File: config.mk
export PLATFORM = sky130hd
export DESIGN_NAME = primality_test_32bit
export DESIGN_NICKNAME = d
export VERILOG_FILES = /design/src/rtl/ptest_pkg.sv /design/src/rtl/ptest_modred.sv /design/src/rtl/primality_test_32bit.sv
export VERILOG_INCLUDE_DIRS = /design/src /design/src/rtl
export SDC_FILE = /design/constraint.sdc
export NUM_CORES = 2
export LEC_CHECK = 0
export ABC_AREA = 1
export ABC_CLOCK_PERIOD_IN_PS = 15200
export BUFFER_PORTS_ARGS = -buffer_cell sky130_fd_sc_hd__buf_2
export CORE_ASPECT_RATIO = 1.2
export CORE_MARGIN = 2
export CORE_UTILIZATION = 55
export CTS_BUF_LIST = sky130_fd_sc_hd__clkbuf_4 sky130_fd_sc_hd__clkbuf_8
export DETAILED_ROUTE_END_ITERATION = 10
export GPL_TIMING_DRIVEN = 0
export PLACE_DENSITY_LB_ADDON = 0.12
export SYNTH_ARGS = -nofsm -noshare
export SYNTH_HDL_FRONTEND = slang
export SYNTH_SLANG_ARGS = --single-unit
File: constraint.sdc
create_clock -name clk -period 15.2 [get_ports clk]
set_clock_uncertainty 0.1 [all_clocks]
set_input_delay 0 -clock clk [delete_from_list [all_inputs] [get_ports clk]]
set_output_delay 0 -clock clk [all_outputs]
set_load 0.01 [all_outputs]
File: src/rtl/primality_test_32bit_macros.svh
// Assertion macros for the primality tester.
// Included by the top level; no other dependencies.
`ifndef PRIMALITY_TEST_32BIT_MACROS_SVH
`define PRIMALITY_TEST_32BIT_MACROS_SVH

// Concurrent check that is disabled while reset is active.
`define PT_ASSERT(lbl, prop, msg) \
	lbl: assert property (@(posedge clk) disable iff (!arst_n) prop) else $error(msg);

// Check that holds at every clock edge, including during reset.
`define PT_ASSERT_ALWAYS(lbl, prop, msg) \
	lbl: assert property (@(posedge clk) prop) else $error(msg);

`endif

File: src/rtl/ptest_pkg.sv
// Shared types and constants for the primality tester.
// No dependencies.
package ptest_pkg;

	localparam int unsigned W = 32;

	// Trial divisors 3..37.
	localparam int unsigned NTRIAL = 11;
	typedef logic [5:0] small_t;

	function automatic small_t trial_prime(input logic [3:0] i);
		small_t r;
		begin
			unique case (i)
				4'd0: r = 6'd3;
				4'd1: r = 6'd5;
				4'd2: r = 6'd7;
				4'd3: r = 6'd11;
				4'd4: r = 6'd13;
				4'd5: r = 6'd17;
				4'd6: r = 6'd19;
				4'd7: r = 6'd23;
				4'd8: r = 6'd29;
				4'd9: r = 6'd31;
				default: r = 6'd37;
			endcase
			return r;
		end
	endfunction

	// Miller-Rabin bases.
	localparam int unsigned NBASE = 5;

	function automatic small_t mr_base(input logic [2:0] i);
		small_t r;
		begin
			unique case (i)
				3'd0: r = 6'd2;
				3'd1: r = 6'd3;
				3'd2: r = 6'd5;
				3'd3: r = 6'd7;
				default: r = 6'd11;
			endcase
			return r;
		end
	endfunction

	// Request into the shared modular reduction unit.
	typedef struct packed {
		logic          start;
		logic [63:0]   num;
		logic [W-1:0]  modulus;
	} mod_req_t;

	typedef struct packed {
		logic          busy;
		logic          done;
		logic [W-1:0]  rem;
	} mod_rsp_t;

endpackage

File: src/rtl/ptest_modred.sv
// Shared reducer: 64-bit value mod 32-bit modulus, one quotient bit per cycle.
// Depends on ptest_pkg.
module ptest_modred (
	input  logic                 clk,
	input  logic                 arst_n,
	input  ptest_pkg::mod_req_t  req,
	output ptest_pkg::mod_rsp_t  rsp
);

	logic [ptest_pkg::W:0]   rem_q;
	logic [63:0]             num_q;
	logic [ptest_pkg::W-1:0] mod_q;
	logic [6:0]              cnt_q;
	logic                    busy_q;
	logic                    done_q;

	logic [ptest_pkg::W+1:0] trial;
	logic [ptest_pkg::W:0]   shifted;

	// Restoring step: shift in the next numerator bit and subtract if it fits.
	always_comb begin
		shifted = {rem_q[ptest_pkg::W-1:0], num_q[63]};
		trial   = {1'b0, shifted} - {2'b00, mod_q};
	end

	always_ff @(posedge clk or negedge arst_n) begin
		if (!arst_n) begin
			busy_q <= 1'b0;
			done_q <= 1'b0;
			cnt_q  <= '0;
		end else begin
			done_q <= 1'b0;
			if (req.start && !busy_q) begin
				busy_q <= 1'b1;
				cnt_q  <= 7'd64;
				num_q  <= req.num;
				mod_q  <= req.modulus;
				rem_q  <= '0;
			end else if (busy_q) begin
				num_q <= {num_q[62:0], 1'b0};
				if (!trial[ptest_pkg::W+1])
					rem_q <= trial[ptest_pkg::W:0];
				else
					rem_q <= shifted;
				cnt_q <= cnt_q - 7'd1;
				if (cnt_q == 7'd1) begin
					busy_q <= 1'b0;
					done_q <= 1'b1;
				end
			end
		end
	end

	assign rsp.busy = busy_q;
	assign rsp.done = done_q;
	assign rsp.rem  = rem_q[ptest_pkg::W-1:0];

endmodule

File: src/rtl/primality_test_32bit.sv
// Top level of the 32-bit deterministic primality tester.
// Depends on ptest_pkg, ptest_modred and primality_test_32bit_macros.svh.
//
// Usage:
//   Input channel: candidate with in_valid / in_stall. A transaction is
//   taken when in_valid is high and in_stall is low; in_stall stays high
//   from acceptance until the result has been handed to the output register.
//   Output channel: is_prime with out_valid / out_stall. The result is held
//   in an output register until the receiver takes it (out_stall low).
//   A new candidate may be accepted while a finished result still waits.
//   Cost: every reduction goes through the shared bit-serial reducer.
//   Trial division takes up to 11 reductions; each Miller-Rabin base takes
//   at most 62 (31 exponent bits, multiply and square). Trivial candidates
//   (below 2, even) skip the reducer and go straight to the final state.
//   The one reducer sets the rate: one candidate in flight at a time.
//   Reset: asynchronous, clears the sequencer and output valid; no
//   per-candidate state survives between transactions.
//   Stall: when out_stall holds a result and a second one finishes, the
//   sequencer waits in its final state until the output register frees.
`include "primality_test_32bit_macros.svh"
module primality_test_32bit (
	input  logic        clk,
	input  logic        arst_n,
	input  logic        in_valid,
	output logic        in_stall,
	input  logic [31:0] candidate,
	output logic        out_valid,
	input  logic        out_stall,
	output logic        is_prime
);

	typedef enum logic [3:0] {
		ST_IDLE,
		ST_TRIAL,
		ST_TRIAL_WAIT,
		ST_BASE,
		ST_POW_MUL,
		ST_POW_MUL_WAIT,
		ST_POW_SQR,
		ST_POW_SQR_WAIT,
		ST_CHECK,
		ST_SQ,
		ST_SQ_WAIT,
		ST_DONE
	} state_t;

	state_t                  state_q;
	logic [31:0]             n_q;
	logic [31:0]             d_q;
	logic [5:0]              s_q;
	logic [31:0]             exp_q;
	logic [31:0]             acc_q;
	logic [31:0]             b_q;
	logic [5:0]              k_q;
	logic [3:0]              ti_q;
	logic [2:0]              bi_q;
	logic                    res_q;
	logic                    out_valid_q;
	logic                    out_q;

	ptest_pkg::mod_req_t     req;
	ptest_pkg::mod_rsp_t     rsp;
	logic [31:0]             mul_a;
	logic [31:0]             mul_b;
	logic [63:0]             prod;
	logic [31:0]             nm1;
	logic                    out_free;

	ptest_modred u_red (
		.clk    (clk),
		.arst_n (arst_n),
		.req    (req),
		.rsp    (rsp)
	);

	assign nm1      = n_q - 32'd1;
	assign out_free = !out_valid_q || !out_stall;

	// Operand select for the one multiplier feeding the reducer.
	assign mul_a = (state_q == ST_POW_SQR) ? b_q : acc_q;
	assign mul_b = (state_q == ST_SQ) ? acc_q : b_q;

	always_comb begin
		unique case (state_q)
			ST_POW_MUL, ST_POW_SQR, ST_SQ: prod = 64'(mul_a) * 64'(mul_b);
			ST_TRIAL:   prod = {32'd0, n_q};
			default:    prod = '0;
		endcase
	end

	// Reducer request; the multiply step only runs for a set exponent bit.
	always_comb begin
		req.num     = prod;
		req.modulus = (state_q == ST_TRIAL) ? {26'd0, ptest_pkg::trial_prime(ti_q)} : n_q;
		req.start   = (state_q == ST_TRIAL) || (state_q == ST_POW_MUL && exp_q[0]) ||
			(state_q == ST_POW_SQR) || (state_q == ST_SQ);
	end

	// Sequencer.
	always_ff @(posedge clk or negedge arst_n) begin
		if (!arst_n) begin
			state_q     <= ST_IDLE;
			out_valid_q <= 1'b0;
			ti_q        <= '0;
			bi_q        <= '0;
		end else begin
			if (out_valid_q && !out_stall && state_q != ST_DONE)
				out_valid_q <= 1'b0;
			unique case (state_q)
				ST_IDLE: begin
					if (in_valid) begin
						n_q <= candidate;
						d_q <= '0;
						ti_q <= '0;
						bi_q <= '0;
						if (candidate == 32'd2) begin
							res_q <= 1'b1;
							state_q <= ST_DONE;
						end else if (candidate < 32'd2 || !candidate[0]) begin
							res_q <= 1'b0;
							state_q <= ST_DONE;
						end else begin
							state_q <= ST_TRIAL;
						end
					end
				end
				ST_TRIAL: state_q <= ST_TRIAL_WAIT;
				ST_TRIAL_WAIT: begin
					if (rsp.done) begin
						if (n_q == {26'd0, ptest_pkg::trial_prime(ti_q)}) begin
							res_q <= 1'b1;
							state_q <= ST_DONE;
						end else if (rsp.rem == 32'd0) begin
							res_q <= 1'b0;
							state_q <= ST_DONE;
						end else if (ti_q == 4'(ptest_pkg::NTRIAL - 1)) begin
							state_q <= ST_BASE;
						end else begin
							ti_q <= ti_q + 4'd1;
							state_q <= ST_TRIAL;
						end
					end
				end
				ST_BASE: begin
					// n > 37 here so base < n; set up d, s, x.
					if (d_q == 32'd0) begin
						d_q <= nm1;
						s_q <= '0;
					end else if (!d_q[0]) begin
						d_q <= {1'b0, d_q[31:1]};
						s_q <= s_q + 6'd1;
					end else begin
						exp_q <= d_q;
						acc_q <= 32'd1;
						b_q <= {26'd0, ptest_pkg::mr_base(bi_q)};
						state_q <= ST_POW_MUL;
					end
				end
				ST_POW_MUL: begin
					if (exp_q == 32'd0)
						state_q <= ST_CHECK;
					else if (!exp_q[0])
						state_q <= ST_POW_SQR;
					else
						state_q <= ST_POW_MUL_WAIT;
				end
				ST_POW_MUL_WAIT: begin
					if (rsp.done) begin
						acc_q <= rsp.rem;
						state_q <= ST_POW_SQR;
					end
				end
				ST_POW_SQR: state_q <= ST_POW_SQR_WAIT;
				ST_POW_SQR_WAIT: begin
					if (rsp.done) begin
						b_q <= rsp.rem;
						exp_q <= {1'b0, exp_q[31:1]};
						state_q <= ST_POW_MUL;
					end
				end
				ST_CHECK: begin
					k_q <= 6'd1;
					if (acc_q == 32'd1 || acc_q == nm1) begin
						if (bi_q == 3'(ptest_pkg::NBASE - 1)) begin
							res_q <= 1'b1;
							state_q <= ST_DONE;
						end else begin
							bi_q <= bi_q + 3'd1;
							d_q <= 32'd0;
							state_q <= ST_BASE;
						end
					end else if (s_q <= 6'd1) begin
						res_q <= 1'b0;
						state_q <= ST_DONE;
					end else begin
						state_q <= ST_SQ;
					end
				end
				ST_SQ: state_q <= ST_SQ_WAIT;
				ST_SQ_WAIT: begin
					if (rsp.done) begin
						acc_q <= rsp.rem;
						if (rsp.rem == nm1) begin
							if (bi_q == 3'(ptest_pkg::NBASE - 1)) begin
								res_q <= 1'b1;
								state_q <= ST_DONE;
							end else begin
								bi_q <= bi_q + 3'd1;
								d_q <= 32'd0;
								state_q <= ST_BASE;
							end
						end else if (k_q + 6'd1 >= s_q) begin
							res_q <= 1'b0;
							state_q <= ST_DONE;
						end else begin
							k_q <= k_q + 6'd1;
							state_q <= ST_SQ;
						end
					end
				end
				ST_DONE: begin
					if (out_free) begin
						out_valid_q <= 1'b1;
						out_q <= res_q;
						d_q <= 32'd0;
						state_q <= ST_IDLE;
					end
				end
				default: state_q <= ST_IDLE;
			endcase
		end
	end

	// Handshake outputs.
	assign in_stall  = (state_q != ST_IDLE);
	assign out_valid = out_valid_q;
	assign is_prime  = out_q;

	`PT_ASSERT(a_out_hold, out_valid && out_stall |=> out_valid && $stable(is_prime), "result dropped while stalled")
	`PT_ASSERT(a_stall_busy, rsp.busy |-> in_stall, "input ready while reducer busy")
	`PT_ASSERT_ALWAYS(a_no_red_idle, !arst_n || state_q != ST_IDLE || !rsp.done, "reducer finished while idle")

endmodule
==> results.cfg <==
[status]
outcome = complete, but fails checks
violations = capacitance limit, slew limit

[worst_setup_path]
cp_max_fo = 10
cp_slowest_stage_delay_ns = 1.15
worstPathRequired_ns = 15.50
cp-start-kind = register
slowest_stage = o21ai_1
crit_arrival_ns = 11.96
critPathMostFrequentCell = fa_1
end_kind = register
criticalPathCategory = reg -> reg

[sta]
worstMarginPinSlew_ns = 1.63
fmax_mhz = 85.7
fin_crit_ns = 11.67
setup_tns_ns = 0
setup_viol = 0
grt_setup_unrepaired = no
drv_slew = 13
maxSlewHeadroom = -0.0858
hold_viol_final = 0
finalCritPeriodShare = 0.767

[drt]
drtIter0Drc = 3799
antenna_left = 0
post-route-drc-count = 0
wl_met3_mm = 15.5
m1WireLength_mm = 67.5
wl_met2_mm = 95.2
post_drt_wl_per_cell_um = 26.1
drt-vias-per-instance = 5.74
firstDrtPassIters = 6
maxUsedRoutingLayer = met5
vias = 44279
detail_route.wirelength_mm = 201

[synth]
ys_types = 55
ys_ff_latch = 323
yosysTopAreaCell = fa_1
synth_area_um2 = 51700
async_flop_share = 0.0650
synth-edff-count = 302
synth_cells = 6258
synthTopCellsByArea = fa_1 (35%), edfxtp_1 (18%), inv_1 (9.4%)
ys.flop_type = edfxtp_1
synth-seq-area-share = 0.185
synth_top_cells_by_count = inv_1 (1289), nand2_1 (1148), nor2_1 (982)
syn_nets = 7509
synth.top_cell.area_share = 0.347
yosys_warnings = 0
yosysMostFrequentCell = inv_1
avgSynthCellArea_um2 = 8.27

[global_routing]
overflow = 0
grt_pass1_vias = 46792
grt_pass1_wl_mm = 297
grt_max_degree = 43
gr-usage-all-layers = 0.424
antenna_found_initial = 6

[cells_and_area]
final_layout_size_suffix_gt1_frac = 0.0520
regArea_um2 = 9590
multi_input_area_um2 = 36200
nFillCells = 8767
area_growth_pct = 7.00
nNetsFinal = 7677

[cts]
h-tree-depth = 2
numCtsBuffers = 46
cts_tree = built
clock-sinks = 323
clk_latency_ns = 0.64
clk_pin_slew_ns = 0.09
cts_setup_buffers = 0
clockBufferDepth = 3
ctsRootBufferMaster = clkbuf_8

[run]
drv_cap = 3

[min_path]
holdCritPathClass = in -> reg

[floorplan]
die_area_um2 = 96500
io_pins = 39
rows = 123
fp.dieW_um = 284
dieHeight_um = 340
core_um2 = 93400
start_util = 0.554

[place]
place_congestion = 1.04
port_buffers = 38
dp_hpwl_mm = 171
[registers in the layout, summed over array words and instances, names as in the netlist, 7 cells and up]
signal       flops
u_red.cnt_q      7
n_q             32
u_red.rem_q     32
u_red.num_q     64
u_red.mod_q     32
b_q             32
d_q             32
acc_q           32
exp_q           32
[cells by family after synthesis]
kind of cell | Yosys count | share of synthesized area
buf+inv | 1541 | 0.115
flops | 323 | 0.185
xor+xnor | 82 | 0.0139
compound gates | 622 | 0.0688
fa+ha+maj | 1215 | 0.424
simple gates | 2475 | 0.193
[per-stage QoR]
step           instances  setup slack, ns  utilization  area (um2)  hold WS [ns]
5_1_grt             7713             3.43        0.592       55300        0.0336
2_1_floorplan       6258             7.29            -       51700        -0.396
3_3_place_gp        7546             3.39        0.572       53500        0.0922
6_report            7717             3.53        0.592       55300        0.0343
3_5_place_dp        7567             3.93        0.575       53800        0.0734
4_1_cts             7712             3.87        0.592       55300      0.000288
[routing by layer]
layer | global-route usage | up-vias
li1 | - | 19450
met1 | 0.470 | 21781
met2 | 0.708 | 2253
met3 | 0.0626 | 791
met4 | 0.384 | 4
met5 | 0 | -
[worst max-delay path: cells and delay by family, from the launching register on]
kind	cells	cell delay (ns)
AO/OA/AOI/OAI	3	1.30
adder cells (fa/ha/maj)	9	4.48
flip-flops	1	0.45
AND/OR/NAND/NOR	11	2.91
buffers and inverters	11	2.15
[layout by cell type (no fill, tap or decap), drive strengths merged, types with 24 or more instances in the layout]
cell type    count
nand4           42
buf            163
xor2            48
xnor2           34
ha             318
nor4            45
a21oi          218
dlygate4sd3     60
inv           1303
clkinv          33
fa             897
nand2         1166
o211ai          24
nand3          178
clkbuf         180
nor2          1003
o21ai          263
edfxtp         302
[path summary, 6_finish.rpt]
kind / from / to / slack [ns] / depth (start not counted)
max in group asynchronous: arst_n / u_red.cnt_q[3]$_DFFE_PN0N_ / 14.57 / 3
min in group asynchronous: arst_n / bi_q[1]$_DFFE_PN0P_ / 0.25 / 3
hold reg to reg: u_red.cnt_q[4]$_DFFE_PN0N_ / u_red.done_q$_DFF_PN0_ / 0.38 / 1
setup reg to reg: state_q[2]$_DFFE_PN0P_ / u_red.num_q[60]$_DFFE_PP_ / 3.53 / 34
setup / recovery: state_q[2]$_DFFE_PN0P_ / u_red.num_q[60]$_DFFE_PP_ / 3.53 / 34
hold / removal: candidate[26] / n_q[26]$_DFFE_PP_ / 0.03 / 2
[layout make-up]
type / count / area share
antenna: 5 / 0.000226
buffer: 229 / 0.0181
clock buffer: 54 / 0.0126
clock inverter: 30 / 0.00454
inverter: 1312 / 0.0890
multi-input combinational: 4394 / 0.655
sequential: 323 / 0.173
tap: 1250 / 0.0283
timing repair buffer: 120 / 0.0191
[timing repair]
item	4_1_cts	5_1_grt
endpoints found under the hold margin	104	0
gates resized for setup	0	0
hold buffers	61	0
Power is left out: the tool's default activity adds up to more than one toggle a clock period on the data nets, which glitch-free logic cannot reach.
